**src/rtl/ise_pkg.sv**
```systemverilog
`timescale 1ns / 1ps
// ----------------------------------------------------------------------------
// ise_pkg: shared types and constants for the interval set engine
// Table size, field widths, request codes, controller states and the
// command/status bundles between controller and datapath.
// ----------------------------------------------------------------------------
package ise_pkg;

  localparam int MAX_RANGES = 16;
  localparam int IDX_W      = 31;
  localparam int ADDR_W     = $clog2(MAX_RANGES);
  localparam int CNT_W      = $clog2(MAX_RANGES + 1);
  localparam int MEM_DEPTH  = 2 * MAX_RANGES;

  // request codes
  localparam logic [2:0] FUNC_ADD     = 3'd0;
  localparam logic [2:0] FUNC_SUB     = 3'd1;
  localparam logic [2:0] FUNC_CLEAR   = 3'd2;
  localparam logic [2:0] FUNC_ENFORCE = 3'd3;
  localparam logic [2:0] FUNC_READ    = 3'd4;
  localparam logic [2:0] FUNC_CONT    = 3'd5;

  // selection types
  localparam logic [2:0] SEL_NONE   = 3'd0;
  localparam logic [2:0] SEL_SINGLE = 3'd2;
  localparam logic [2:0] SEL_RANGE  = 3'd3;

  // result status codes
  localparam logic [1:0] ST_OK      = 2'd0;
  localparam logic [1:0] ST_FULL    = 2'd1;
  localparam logic [1:0] ST_INVALID = 2'd2;
  localparam logic [1:0] ST_BAD_IDX = 2'd3;

  typedef enum logic [2:0] {
    S_IDLE, S_DECODE, S_SCAN, S_TAIL, S_ENF2, S_ENF3A, S_ENF3B, S_FIN
  } state_t;

  typedef enum logic [2:0] {
    RD_ZERO, RD_IDX, RD_LAST, RD_NEXT, RD_HOLD
  } rd_sel_t;

  typedef struct packed {
    logic    capture;
    logic    rd_en;
    rd_sel_t rd_sel;
    logic    scan;
    logic    tail;
    logic    enf2;
    logic    enf3a;
    logic    enf3b;
    logic    finish;
  } ise_cmd_t;

  typedef struct packed {
    logic [2:0] func;
    logic [2:0] sel;
    logic       invalid;
    logic       empty;
    logic       cnt_zero;
    logic       cnt_gt1;
    logic       adv;
    logic       last;
    logic       out_free;
  } ise_stat_t;

endpackage

```
**src/rtl/ise_ctrl.sv**
```systemverilog
`timescale 1ns / 1ps
// ----------------------------------------------------------------------------
// ise_ctrl: request sequencer
// Decodes the captured request and walks the datapath through the table
// scan, the tail write, the enforce steps and the result hand-off.
// ----------------------------------------------------------------------------
module ise_ctrl (
  input  logic               clk,
  input  logic               rst,
  input  logic               in_valid,
  output logic               in_ready,
  input  ise_pkg::ise_stat_t st,
  output ise_pkg::ise_cmd_t  cmd
);
  import ise_pkg::*;

  state_t state, state_next;

  // state register
  always_ff @(posedge clk) begin
    if (rst) begin
      state <= S_IDLE;
    end else begin
      state <= state_next;
    end
  end

  // next state and commands
  always_comb begin
    state_next = state;
    cmd        = '0;
    cmd.rd_sel = RD_ZERO;
    in_ready   = 1'b0;
    case (state)
      S_IDLE: begin
        in_ready = 1'b1;
        if (in_valid) begin
          cmd.capture = 1'b1;
          state_next  = S_DECODE;
        end
      end
      S_DECODE: begin
        state_next = S_FIN;
        case (st.func)
          FUNC_ADD: begin
            if (!st.invalid && !st.empty) begin
              if (st.cnt_zero) begin
                state_next = S_TAIL;
              end else begin
                cmd.rd_en  = 1'b1;
                state_next = S_SCAN;
              end
            end
          end
          FUNC_SUB, FUNC_CONT: begin
            if (!st.invalid && !st.empty && !st.cnt_zero) begin
              cmd.rd_en  = 1'b1;
              state_next = S_SCAN;
            end
          end
          FUNC_READ: begin
            cmd.rd_en  = 1'b1;
            cmd.rd_sel = RD_IDX;
          end
          FUNC_ENFORCE: begin
            if (st.sel == SEL_SINGLE && !st.cnt_zero) begin
              cmd.rd_en  = 1'b1;
              state_next = S_ENF2;
            end else if (st.sel == SEL_RANGE && st.cnt_gt1) begin
              cmd.rd_en  = 1'b1;
              cmd.rd_sel = RD_LAST;
              state_next = S_ENF3A;
            end
          end
          default: state_next = S_FIN;
        endcase
      end
      S_SCAN: begin
        cmd.scan   = 1'b1;
        cmd.rd_en  = 1'b1;
        cmd.rd_sel = st.adv ? RD_NEXT : RD_HOLD;
        if (st.adv && st.last) begin
          state_next = (st.func == FUNC_ADD) ? S_TAIL : S_FIN;
        end
      end
      S_TAIL: begin
        cmd.tail   = 1'b1;
        state_next = S_FIN;
      end
      S_ENF2: begin
        cmd.enf2   = 1'b1;
        state_next = S_FIN;
      end
      S_ENF3A: begin
        cmd.enf3a  = 1'b1;
        cmd.rd_en  = 1'b1;
        state_next = S_ENF3B;
      end
      S_ENF3B: begin
        cmd.enf3b  = 1'b1;
        state_next = S_FIN;
      end
      S_FIN: begin
        if (st.out_free) begin
          cmd.finish = 1'b1;
          state_next = S_IDLE;
        end
      end
      default: state_next = S_IDLE;
    endcase
  end

endmodule

```
**src/rtl/ise_dpath.sv**
```systemverilog
`timescale 1ns / 1ps
// ----------------------------------------------------------------------------
// ise_dpath: interval table datapath
// Two-bank range table, request registers, per-entry merge/trim logic,
// running point sum and the result register.
// ----------------------------------------------------------------------------
module ise_dpath (
  input  logic                        clk,
  input  logic                        rst,
  input  ise_pkg::ise_cmd_t           cmd,
  output ise_pkg::ise_stat_t          st,
  input  logic [2:0]                  func,
  input  logic [ise_pkg::IDX_W-1:0]   req_begin,
  input  logic [ise_pkg::IDX_W-1:0]   req_end,
  input  logic [2:0]                  sel_type,
  input  logic [3:0]                  entry_index,
  output logic                        out_valid,
  input  logic                        out_ready,
  output logic [ise_pkg::CNT_W-1:0]   range_count,
  output logic [ise_pkg::IDX_W-1:0]   point_total,
  output logic [ise_pkg::IDX_W-1:0]   read_begin,
  output logic [ise_pkg::IDX_W-1:0]   read_end,
  output logic                        is_contained,
  output logic [1:0]                  status
);
  import ise_pkg::*;

  // table: bank bit on top selects live or scratch half
  logic [IDX_W-1:0] bmem [MEM_DEPTH];
  logic [IDX_W-1:0] emem [MEM_DEPTH];

  logic [2:0]        func_q, sel_q;
  logic [IDX_W-1:0]  b_q, e_q;
  logic [3:0]        idx_q;
  logic              bank;
  logic [CNT_W-1:0]  count, k;
  logic [IDX_W-1:0]  psum, acc;
  logic [ADDR_W-1:0] ptr, raddr;
  logic [IDX_W-1:0]  nb, ne, rd_b, rd_e;
  logic              placed, half, ovf, cont;

  logic              step_wr, step_adv, merge, set_placed, set_half, clr_half;
  logic [IDX_W-1:0]  step_b, step_e, dest_b, dest_e, wr_b, wr_e;
  logic              dest_wr, kfull, mem_we;
  logic [ADDR_W:0]   mem_wa;
  logic              invalid, empty, idx_ok, is_addsub, apply, clear_now;
  logic [CNT_W-1:0]  count_fin;
  logic [IDX_W-1:0]  psum_fin;
  logic [1:0]        status_fin;

  assign invalid   = e_q < b_q;
  assign empty     = e_q == b_q;
  assign idx_ok    = 32'(idx_q) < 32'(count);
  assign is_addsub = (func_q == FUNC_ADD) || (func_q == FUNC_SUB);
  assign kfull     = k == CNT_W'(MAX_RANGES);

  // status toward the sequencer
  always_comb begin
    st.func     = func_q;
    st.sel      = sel_q;
    st.invalid  = invalid;
    st.empty    = empty;
    st.cnt_zero = count == '0;
    st.cnt_gt1  = count > CNT_W'(1);
    st.adv      = step_adv;
    st.last     = CNT_W'(ptr) == count - CNT_W'(1);
    st.out_free = !out_valid || out_ready;
  end

  // per-entry step: copy, merge, place merged range, trim or drop
  always_comb begin
    step_wr    = 1'b0;
    step_adv   = 1'b0;
    step_b     = rd_b;
    step_e     = rd_e;
    merge      = 1'b0;
    set_placed = 1'b0;
    set_half   = 1'b0;
    clr_half   = 1'b0;
    case (func_q)
      FUNC_ADD: begin
        if (rd_e < b_q) begin
          step_wr  = 1'b1;
          step_adv = 1'b1;
        end else if (rd_b <= e_q) begin
          merge    = 1'b1;
          step_adv = 1'b1;
        end else if (!placed) begin
          step_wr    = 1'b1;
          step_b     = nb;
          step_e     = ne;
          set_placed = 1'b1;
        end else begin
          step_wr  = 1'b1;
          step_adv = 1'b1;
        end
      end
      FUNC_SUB: begin
        if (rd_e <= b_q || rd_b >= e_q) begin
          step_wr  = 1'b1;
          step_adv = 1'b1;
        end else if (rd_b < b_q && !half) begin
          step_wr = 1'b1;
          step_e  = b_q;
          if (rd_e > e_q) begin
            set_half = 1'b1;
          end else begin
            step_adv = 1'b1;
          end
        end else if (rd_e > e_q) begin
          step_wr  = 1'b1;
          step_b   = e_q;
          step_adv = 1'b1;
          clr_half = 1'b1;
        end else begin
          step_adv = 1'b1;
        end
      end
      default: step_adv = 1'b1;
    endcase
  end

  // scratch-bank write from scan or tail
  assign dest_wr = (cmd.scan && step_wr) || (cmd.tail && !placed);
  assign dest_b  = cmd.tail ? nb : step_b;
  assign dest_e  = cmd.tail ? ne : step_e;

  // memory write port mux
  always_comb begin
    mem_we = (dest_wr && !kfull) || cmd.enf2 || cmd.enf3b;
    mem_wa = {~bank, k[ADDR_W-1:0]};
    wr_b   = dest_b;
    wr_e   = dest_e;
    if (cmd.enf2) begin
      mem_wa = {bank, ADDR_W'(0)};
      wr_b   = rd_b;
      wr_e   = (rd_e > rd_b + IDX_W'(1)) ? rd_b + IDX_W'(1) : rd_e;
    end else if (cmd.enf3b) begin
      mem_wa = {bank, ADDR_W'(0)};
      wr_b   = rd_b;
      wr_e   = ne;
    end
  end

  // read address select
  always_comb begin
    case (cmd.rd_sel)
      RD_ZERO: raddr = '0;
      RD_IDX:  raddr = ADDR_W'(idx_q);
      RD_LAST: raddr = ADDR_W'(count - CNT_W'(1));
      RD_NEXT: raddr = ptr + ADDR_W'(1);
      RD_HOLD: raddr = ptr;
      default: raddr = ptr;
    endcase
  end

  // table memory
  always_ff @(posedge clk) begin
    if (mem_we) begin
      bmem[mem_wa] <= wr_b;
      emem[mem_wa] <= wr_e;
    end
    if (cmd.rd_en) begin
      rd_b <= bmem[{bank, raddr}];
      rd_e <= emem[{bank, raddr}];
    end
  end

  // results at hand-off
  always_comb begin
    apply     = is_addsub && !invalid && !empty && !ovf;
    clear_now = (func_q == FUNC_CLEAR) ||
                (func_q == FUNC_ENFORCE && sel_q == SEL_NONE);
    count_fin = apply ? k : (clear_now ? '0 : count);
    psum_fin  = apply ? acc : (clear_now ? '0 : psum);
    status_fin = ST_OK;
    if ((is_addsub || func_q == FUNC_CONT) && invalid) begin
      status_fin = ST_INVALID;
    end else if (func_q == FUNC_READ && !idx_ok) begin
      status_fin = ST_BAD_IDX;
    end else if (apply == 1'b0 && is_addsub && !invalid && !empty) begin
      status_fin = ST_FULL;
    end
  end

  // request registers
  always_ff @(posedge clk) begin
    if (cmd.capture) begin
      func_q <= func;
      b_q    <= req_begin;
      e_q    <= req_end;
      sel_q  <= sel_type;
      idx_q  <= entry_index;
    end
  end

  // merged range and enforce scratch
  always_ff @(posedge clk) begin
    if (cmd.capture) begin
      nb <= req_begin;
      ne <= req_end;
    end else if (cmd.scan && merge) begin
      if (rd_b < nb) nb <= rd_b;
      if (rd_e > ne) ne <= rd_e;
    end else if (cmd.enf3a) begin
      ne <= rd_e;
    end
  end

  // control and table state
  always_ff @(posedge clk) begin
    if (rst) begin
      bank      <= 1'b0;
      count     <= '0;
      psum      <= '0;
      k         <= '0;
      acc       <= '0;
      ptr       <= '0;
      placed    <= 1'b0;
      half      <= 1'b0;
      ovf       <= 1'b0;
      cont      <= 1'b0;
      out_valid <= 1'b0;
    end else begin
      if (cmd.capture) begin
        k      <= '0;
        acc    <= '0;
        ptr    <= '0;
        placed <= 1'b0;
        half   <= 1'b0;
        ovf    <= 1'b0;
        cont   <= 1'b0;
      end
      if (cmd.scan) begin
        if (step_adv) ptr <= ptr + ADDR_W'(1);
        if (set_placed) placed <= 1'b1;
        if (set_half) half <= 1'b1;
        if (clr_half) half <= 1'b0;
        if (func_q == FUNC_CONT && rd_b <= b_q && rd_e >= e_q) cont <= 1'b1;
      end
      if (cmd.tail) placed <= 1'b1;
      if (dest_wr) begin
        if (kfull) begin
          ovf <= 1'b1;
        end else begin
          k   <= k + CNT_W'(1);
          acc <= acc + (dest_e - dest_b);
        end
      end
      // enforce single point / one range
      if (cmd.enf2) begin
        count <= CNT_W'(1);
        psum  <= IDX_W'(1);
      end
      if (cmd.enf3b) begin
        count <= CNT_W'(1);
        psum  <= ne - rd_b;
      end
      // commit and output valid
      if (cmd.finish) begin
        count     <= count_fin;
        psum      <= psum_fin;
        if (apply) bank <= ~bank;
        out_valid <= 1'b1;
      end else if (out_ready) begin
        out_valid <= 1'b0;
      end
    end
  end

  // result register
  always_ff @(posedge clk) begin
    if (cmd.finish) begin
      range_count  <= count_fin;
      point_total  <= psum_fin;
      read_begin   <= (func_q == FUNC_READ && idx_ok) ? rd_b : '0;
      read_end     <= (func_q == FUNC_READ && idx_ok) ? rd_e : '0;
      is_contained <= (func_q == FUNC_CONT) && cont;
      status       <= status_fin;
    end
  end

endmodule

```
**src/rtl/interval_set_engine_top.sv**
```systemverilog
`timescale 1ns / 1ps
// ----------------------------------------------------------------------------
// interval_set_engine_top: sorted disjoint interval set engine
// Stores up to 16 sorted, disjoint half-open ranges; each request adds,
// subtracts, clears, enforces a selection type, reads or queries the set.
// ----------------------------------------------------------------------------
//  channel | handshake            | payload
//  --------+----------------------+--------------------------------------------
//  in      | in_valid / in_ready  | func, req_begin, req_end, sel_type,
//          |                      | entry_index
//  out     | out_valid / out_ready| range_count, point_total, read_begin,
//          |                      | read_end, is_contained, status
//
// Add, subtract and contains walk the table one entry a cycle through the
// single read port, holding on an entry while a merged range is placed ahead
// of it or while it is split; add then writes the merged range at the tail
// if it was not yet placed. Clear, read and enforce need no table walk.
// One request is in flight at a time; a waiting result holds in the output
// register and the next request is taken once the engine returns to idle.
// Reset empties the set at once.
// ----------------------------------------------------------------------------
module interval_set_engine_top (
  input  logic                        clk,
  input  logic                        rst,
  input  logic                        in_valid,
  output logic                        in_ready,
  input  logic [2:0]                  func,
  input  logic [ise_pkg::IDX_W-1:0]   req_begin,
  input  logic [ise_pkg::IDX_W-1:0]   req_end,
  input  logic [2:0]                  sel_type,
  input  logic [3:0]                  entry_index,
  output logic                        out_valid,
  input  logic                        out_ready,
  output logic [ise_pkg::CNT_W-1:0]   range_count,
  output logic [ise_pkg::IDX_W-1:0]   point_total,
  output logic [ise_pkg::IDX_W-1:0]   read_begin,
  output logic [ise_pkg::IDX_W-1:0]   read_end,
  output logic                        is_contained,
  output logic [1:0]                  status
);
  import ise_pkg::*;

  ise_cmd_t  cmd;
  ise_stat_t st;

  ise_ctrl u_ctrl (
    .clk      (clk),
    .rst      (rst),
    .in_valid (in_valid),
    .in_ready (in_ready),
    .st       (st),
    .cmd      (cmd)
  );

  ise_dpath u_dpath (
    .clk          (clk),
    .rst          (rst),
    .cmd          (cmd),
    .st           (st),
    .func         (func),
    .req_begin    (req_begin),
    .req_end      (req_end),
    .sel_type     (sel_type),
    .entry_index  (entry_index),
    .out_valid    (out_valid),
    .out_ready    (out_ready),
    .range_count  (range_count),
    .point_total  (point_total),
    .read_begin   (read_begin),
    .read_end     (read_end),
    .is_contained (is_contained),
    .status       (status)
  );

  // range count never exceeds the table size
  a_count_max: assert property (@(posedge clk) disable iff (rst)
    out_valid |-> range_count <= CNT_W'(MAX_RANGES))
    else $error("range count above table size");

  // a captured request keeps the input closed next cycle
  a_capture_busy: assert property (@(posedge clk) disable iff (rst)
    cmd.capture |=> !in_ready)
    else $error("input reopened right after capture");

  // bad index result carries a zero entry
  a_bad_idx_zero: assert property (@(posedge clk) disable iff (rst)
    (out_valid && status == ST_BAD_IDX) |-> (read_begin == '0 && read_end == '0))
    else $error("bad index result with nonzero entry");

  // containment only reported on a clean request
  a_cont_ok: assert property (@(posedge clk) disable iff (rst)
    (out_valid && is_contained) |-> status == ST_OK)
    else $error("containment with error status");

endmodule

```
**config.mk**
```make
export PLATFORM = sky130hd
export DESIGN_NAME = interval_set_engine_top
export DESIGN_NICKNAME = d
export VERILOG_FILES = /design/src/rtl/ise_pkg.sv /design/src/rtl/ise_ctrl.sv /design/src/rtl/ise_dpath.sv /design/src/rtl/interval_set_engine_top.sv
export SDC_FILE = /design/constraint.sdc
export NUM_CORES = 2
export LEC_CHECK = 0
export BUFFER_PORTS_ARGS = -buffer_cell sky130_fd_sc_hd__buf_2
export CAP_MARGIN = 20
export CORE_ASPECT_RATIO = 1.2
export CORE_MARGIN = 4
export CORE_UTILIZATION = 55
export CTS_CLUSTER_SIZE = 30
export DETAILED_ROUTE_END_ITERATION = 6
export HOLD_SLACK_MARGIN = 0.05
export MAX_ROUTING_LAYER = met4
export PLACE_DENSITY = 0.67
export SETUP_SLACK_MARGIN = 0.05
export SLEW_MARGIN = 20
export SYNTH_ARGS = -nofsm -noshare
export SYNTH_HDL_FRONTEND = slang
export SYNTH_SLANG_ARGS = --single-unit
```
**constraint.sdc**
```tcl
create_clock -name clk -period 21.9 [get_ports clk]
set_clock_uncertainty 0.1 [all_clocks]
set_input_delay 2.19 -clock clk [delete_from_list [all_inputs] [get_ports clk]]
set_output_delay 2.19 -clock clk [all_outputs]
set_load 0.005 [all_outputs]
```
=== Word-level counts from Yosys, hierarchy flattened ===
Memories as Yosys holds them, arrays and structs flattened. A register that Yosys moved wholly into a read port is not among the register bits.
Index checks and enable logic that the tools add are counted.
W data, S select, Z words.

* Add/subtract/negate cells: 7
* $lt $le $gt $ge: 14
* Equality and inequality tests: 24
* Multiplexer cells: 127
* Bitwise gates (word level): 2
* Reduce and logical (&&, ||, !) cells: 58

{| class="wikitable"
|+ Operator list
! operator !! number
|-
| $mux W31 || 33
|-
| $lt A31 B31 Y1 || 4
|-
| $pmux W31 S2 || 2
|-
| $gt A31 B31 Y1 || 3
|-
| $le A31 B31 Y1 || 3
|-
| $ge A31 B31 Y1 || 2
|-
| $sub A31 B31 Y31 || 2
|-
| $mux W1 || 59
|-
| $mux W5 || 10
|-
| $add A31 B1 Y31 const B || 1
|-
| $add A31 B31 Y31 || 1
|-
| $eq A31 B31 Y1 || 1
|-
| $eq A3 B2 Y1 const B || 8
|-
| $mux W3 || 8
|-
| $logic_and A1 B1 Y1 || 23
|-
| $eq A3 B3 Y1 const B || 6
|-
| $pmux W3 S6 || 1
|-
| $mux W4 || 4
|-
| $pmux W4 S4 || 1
|-
| $logic_not A3 Y1 || 4
|-
| $pmux W3 S2 || 2
|-
| $eq A3 B1 Y1 const B || 3
|-
| $logic_not A1 Y1 || 9
|-
| $pmux W3 S3 || 1
|-
| other kinds (22) || 41
|}

* Register bits: 320
* Memory bits (writable): 1,984
* Memories kept: 2

{| class="wikitable"
|+ Memories
! name !! depth !! bits a word !! rd ports !! clocked after Yosys merged registers in !! wr ports !! RTL line !! text
|-
| u_dpath.bmem || 32 || 31 || 1 || 1 || 1 || ise_dpath.sv:29 || <nowiki>logic [IDX_W-1:0] bmem [MEM_DEPTH];</nowiki>
|-
| u_dpath.emem || 32 || 31 || 1 || 1 || 1 || ise_dpath.sv:30 || <nowiki>logic [IDX_W-1:0] emem [MEM_DEPTH];</nowiki>
|}

=== Logic depth before layout (Yosys ltp) ===
* Word-level depth: 12
* Mapped depth: 31
* Depth with buffers taken out: 29

=== Modules after synthesis ===
A second synthesis with hierarchy kept.

* Cell total of the unflattened synthesis: 8,853
* Area total of the unflattened synthesis: 105,563.7 µm²

{| class="wikitable"
|+ By module, submodules not included
! module !! times used !! cells an instance !! area each (µm²)
|-
| ise_dpath || 1 || 8,799 || 105,187.1
|-
| ise_ctrl || 1 || 54 || 376.6
|}

=== Worst setup path before layout ===
No wires, ideal clock.

* Path type: reg2reg
* From: register u_dpath.rd_e[4], read port of u_dpath.emem
* To: memory u_dpath.bmem[12][0] (enable)
* Arrival: 7,427 ps
* Data required time: 21,242 ps
* Path slack: 13,814 ps
* Cell stages (with the launch flop): 14
* Path buffers: 1
* Period minus slack after synthesis: 8,086 ps
* Cell sequence: edfxtp_1 > ha_1 > a211oi_1 > nor2_1 > o31a_1 > o41a_1 > o21ai_2 > nor2_1 > a311oi_1 > a211o_1 > nor2b_1 > clkbuf_1 > nand2_1 > nor3_1

* Cells in the longest elaborated chain, start to end: 12

{| class="wikitable"
|+ Ends and longest elaborated chain
! what !! RTL line !! text
|-
| from (decl) || ise_dpath.sv:39 || <nowiki>logic [IDX_W-1:0] nb, ne, rd_b, rd_e;</nowiki>
|-
| $gt A31 B31 Y1 || ise_dpath.sv:110 || <nowiki>end else if (rd_e > e_q) begin</nowiki>
|-
| $mux W1 || ise_dpath.sv:110 ||
|-
| $mux W1 || ise_dpath.sv:102 || <nowiki>end else if (rd_b < b_q && !half) begin</nowiki>
|-
| $mux W1 || ise_dpath.sv:99 || <nowiki>if (rd_e <= b_q || rd_b >= e_q) begin</nowiki>
|-
| $pmux W1 S2 * || ise_dpath.sv:80 || <nowiki>case (func_q)</nowiki>
|-
| $logic_and A1 B1 Y1 * || ise_dpath.sv:124 || <nowiki>assign dest_wr = (cmd.scan && step_wr) || (cmd.tail && !placed);</nowiki>
|-
| $logic_or A1 B1 Y1 * || ise_dpath.sv:124 ||
|-
| $logic_and A1 B1 Y1 * || ise_dpath.sv:130 || <nowiki>mem_we = (dest_wr && !kfull) || cmd.enf2 || cmd.enf3b;</nowiki>
|-
| $logic_or A1 B1 Y1 * (2 in series) || ise_dpath.sv:130 ||
|-
| $mux W1 * || ise_dpath.sv:159 || <nowiki>if (mem_we) begin</nowiki>
|-
| $mux W1 (implied by the code) * || ise_dpath.sv:160 || <nowiki>bmem[mem_wa] <= wr_b;</nowiki>
|-
| to (decl) || ise_dpath.sv:29 ||
|}

Every way passes the cells marked *; elsewhere a longest branch is shown, timed or not.

=== Worst setup path after layout ===
* From: register u_dpath.rd_b[30], read port of u_dpath.bmem
* To: register u_dpath.rd_e[12], read port of u_dpath.emem, data pin

* Cells in the longest elaborated chain, start to end: 9

{| class="wikitable"
|+ Ends and longest elaborated chain
! what !! RTL line !! text
|-
| from (decl) || ise_dpath.sv:39 ||
|-
| $lt A31 B31 Y1 || ise_dpath.sv:102 ||
|-
| $logic_and A1 B1 Y1 || ise_dpath.sv:102 ||
|-
| $mux W1 || ise_dpath.sv:102 ||
|-
| $mux W1 || ise_dpath.sv:99 ||
|-
| $pmux W1 S2 * || ise_dpath.sv:80 ||
|-
| $mux W3 * || ise_ctrl.sv:81 || <nowiki>cmd.rd_sel = st.adv ? RD_NEXT : RD_HOLD;</nowiki>
|-
| $pmux W3 S2 * || ise_ctrl.sv:34 || <nowiki>case (state)</nowiki>
|-
| $eq A3 B2 Y1 (tied with other cells) || ise_dpath.sv:147 || <nowiki>case (cmd.rd_sel)</nowiki>
|-
| $pmux W4 S4 * || ise_dpath.sv:147 ||
|}

Marks and branches as above.
A chain may end at the register's enable or synchronous reset.

==> summary.md <==
| Metric | Value |
|---|---|
| Status | finished clean |
| CTS tree | done |
| Critical Path Most Common Cell | buf_4 |
| Max-cap violations | 0 |
| Fill count | 14100 |
| Grt total ovfl | 0 |
| Crit-path cells | ha_1 -> nand4_1 -> nor4_1 -> nand4_1 -> a31oi_1 -> or3_1 -> nor4_4 -> a21o_1 -> a22oi_2 -> buf_4 -> buf_4 -> buf_4 -> buf_4 -> buf_4 -> buf_4 -> mux2i_1 -> mux2i_1 -> o22ai_2 -> nor4_2 |
| Layout Cell Area excl Fill | 117000 µm² |
| Peak supply drop | 0.119 mV |
| Syn Area/Cell | 15.1 µm² |
| Vias in the first global route | 62000 |
| P_int | 10.2 mW |
| Final setup fails | 0 |
| Final hold slack | 0.356 ns |
| Hold buffer count at cts | 0 |
| DIE AREA | 199000 µm² |
| Die span in x | 408 µm |
| Hpwl dp | 205 mm |
| Synth Area in Adders | 4.34% |
| Pleak | 38.6 nW |
| Multi-input logic area | 33500 µm² |
| Synth Warn # | 0 |
| Gpl congestion | 1.05 |
| Crit Path Max Fanout | 60 |
| Critical Path RT | 22.46 ns |
| CP max stage delay | 0.92 ns |
| Clock network power share | 24.1% |
| Drt drc | 0 |
| IO Pins | 179 |
| Initial Utilization | 55.2% |
| RSZ-0062 raised after global routing | false |
| Core box area | 191000 µm² |
| Critical path's slowest cell | buf_4 |
| Fraction of final layout cells sized beyond drive strength 1 | 12.6% |
| Sw Pwr | 5.84 mW |
| Post-synth EDFFs | 2281 |
| Slew margin rel. | 17.2% |
| Htree depth | 4 |
| Flops & latches, synth | 2366 |
| Initial drt markers | 7775 |
| Crit path kind | register to register |
| Most frequent cells in the layout | 2281 x edfxtp_1, 1521 x mux2i_1, 317 x ha_1 |
| Clock latency on the worst-skew pair | 0.89 ns |
| Root Buffer | clkbuf_16 |
| Setup TNS | 0 ns |
| Tot GR Track Use | 33.0% |
| Commonest non-fill, non-tap cell in the layout | edfxtp_1 |
| Clock buffer depth | 3 |
| Min-delay worst type | register to register |
| Ys async rst share | 0% |
| Post-Synth XOR/XNOR Area | 0.746% |
| Sw Ratio | 36.4% |
| Placed inst area | 110000 µm² |
| Synth Flop Type | edfxtp_1 |
| Worst Setup End Kind | register |
| Via/cell ratio | 6.51 |
| Mapped cell area | 106000 µm² |
| Compound-cell area share of the yosys netlist | 6.56% |
| First-pass GRT wire length | 454 mm |
| Row cnt | 176 |
| Fin. max-slew vios | 0 |
| Slew at the pin with the worst max-slew slack | 1.23 ns |
| Synth unique cells | 77 |
| Largest net degree at the start of global routing | 141 |
| Logic pwr share | 34.8% |
| Post-CTS sizing | 0 |
| Num CTS Buffers | 221 |
| Die height | 488 µm |
| Final Hold Vio Count | 0 |
| Layout area overhead | 11.1% |
| Largest family of logic cells by synthesized area | multiplexers |
| Drt wl/cell | 32.8 µm |
| Pwr/cell area | 136 nW/µm² |
| Final min period | 9.99 ns |
| Cells after synthesis | 7010 |
| Initial antenna violation count | 17 |
| DRT antenna net count | 0 |
| Worst EP arrival | 10.55 ns |
| Clock-pin slew of the registers on the worst-case setup and hold paths | 0.06 ns |
| Port buffer count | 178 |
| Max Fclk | 100 MHz |
| Via count | 64600 |
| Mux contribution to synthesized area | 14.4% |
| Final period utilization | 45.6% |
| Startpoint types | register |
| Setup Buffers After CTS | 0 |
| Initial DRT Pass Iterations | 6 |
| Synthesized Nets | 7434 |
| Sequential-to-total area share from yosys stat | 66.4% |
| Sequential cell area | 70200 µm² |
| Seq pwr share | 41.1% |
| Fraction of the mapped netlist area in simple logic gates | 4.88% |
| Clock Sinks | 2366 |
| Drt total wl | 326 mm |
| Layout Nets | 7672 |
critical path, delay by kind of cell (launching register included):
kind	cells	cell delay (ns)
buffers and inverters	6	4.67
adders and majority gates	1	0.48
DFF	1	0.67
and+or+nand+nor	6	2.06
muxes	2	0.35
AOI/OAI and AO/OA	4	1.06
logic make-up (layout without fill, tap and decap cells):
family | Yosys count | after routing
other cells | 0 | 9
flops | 2366 | 2366
mux | 1524 | 1524
buf+inv | 602 | 1026
compound gates | 1061 | 1061
xor+xnor | 90 | 90
simple gates | 1019 | 1019
fa+ha+maj | 348 | 348
through the flow:
stage	std cells	power [mW]	setup WS (ns)	util [%]
floorplan	7010	9.92	13.81	-
global placement	9514	12.0	12.15	57.6
detailed placement	9517	12.1	12.07	57.6
CTS	9926	16.0	12.04	61.4
global route	9931	16.6	11.53	61.4
finish	9935	16.0	11.91	61.4
area by class of cell:
type | count | share of cell area, %
tap | 2492 | 2.65
timing repair buffer | 378 | 2.10
clock inverter | 126 | 1.19
clock buffer | 283 | 4.96
multi-input combinational | 4042 | 28.6
antenna | 9 | 0.0192
sequential | 2366 | 59.8
inverter | 239 | 0.770
cells in the mapped netlist (all sizes together), types with 4 or more instances:
cell,count,area (µm²)
edfxtp,2281,68500
mux2i,1521,15200
ha,317,3970
nand2,309,1160
nor2,262,983
o22ai,254,1910
a21oi,238,1190
inv,236,886
o21ai,214,1070
buf,187,1230
clkbuf,176,668
nor4,136,1180
dfxtp,85,1700
nand3,84,425
a22oi,79,598
xnor2,66,578
a21o,62,465
nor3,56,280
nand4,52,325
a31oi,39,244
o21a,35,263
fa,31,621
nor2b,28,175
a211oi,25,203
a2bb2oi,24,210
xor2,24,210
nand2b,21,131
and3,18,113
o21bai,16,124
or3,14,87.6
a222oi,11,110
o31ai,11,82.6
nand3b,9,67.6
o211ai,9,67.6
or2,8,50.1
a32oi,7,61.3
and2,6,37.5
a211o,5,43.8
or4,5,37.5
a2111oi,4,35.0
a221oi,4,35.0
and4,4,35.0
nand4b,4,35.0
o2111ai,4,35.0
power groups by stage:
stage | clock (mW) | sequential [mW] | combinational (mW)
2_1_floorplan | 0 | 6.58 | 3.34
5_1_grt | 4.09 | 6.59 | 5.93
3_3_place_gp | 0 | 6.65 | 5.36
4_1_cts | 3.91 | 6.57 | 5.49
6_report | 3.86 | 6.58 | 5.58
3_5_place_dp | 0 | 6.66 | 5.47
per-layer routing:
layer  wire length [µm]  GRT usage (%)  share of wire, %
met2             154000           52.1                47
met5                  0              -                 0
met4              13100           11.8               4.0
met3              26100           4.95               8.0
met1             133000           44.1                41
flip-flops by register name, indices dropped and copies added (netlist names), 4 cells and up:
signal and flops:
u_dpath.b_q 31, u_dpath.point_total 31, u_dpath.read_end 31, u_dpath.emem 992, u_dpath.nb 31, u_dpath.ne 31, u_dpath.bmem 992, u_dpath.count 5
u_dpath.acc 31, u_dpath.psum 31, u_dpath.e_q 31, u_dpath.ptr 4, u_dpath.rd_e 31, u_dpath.idx_q 4, u_dpath.read_begin 31, u_dpath.k 5
u_dpath.range_count 5, u_dpath.rd_b 31
worst paths after layout:
check / start / end / slack [ns] / cells past startpoint
hold reg to reg: u_dpath.psum[15]$_SDFFE_PP0P_ / u_dpath.psum[15]$_SDFFE_PP0P_ / 0.36 / 2
setup reg to reg: u_dpath.rd_b[30]$_DFFE_PP_ / u_dpath.rd_e[12]$_DFFE_PP_ / 11.91 / 19
hold / removal: u_dpath.psum[15]$_SDFFE_PP0P_ / u_dpath.psum[15]$_SDFFE_PP0P_ / 0.36 / 2
setup / recovery: u_dpath.rd_b[30]$_DFFE_PP_ / u_dpath.rd_e[12]$_DFFE_PP_ / 11.91 / 19
Power figures use the tool's default switching activity.
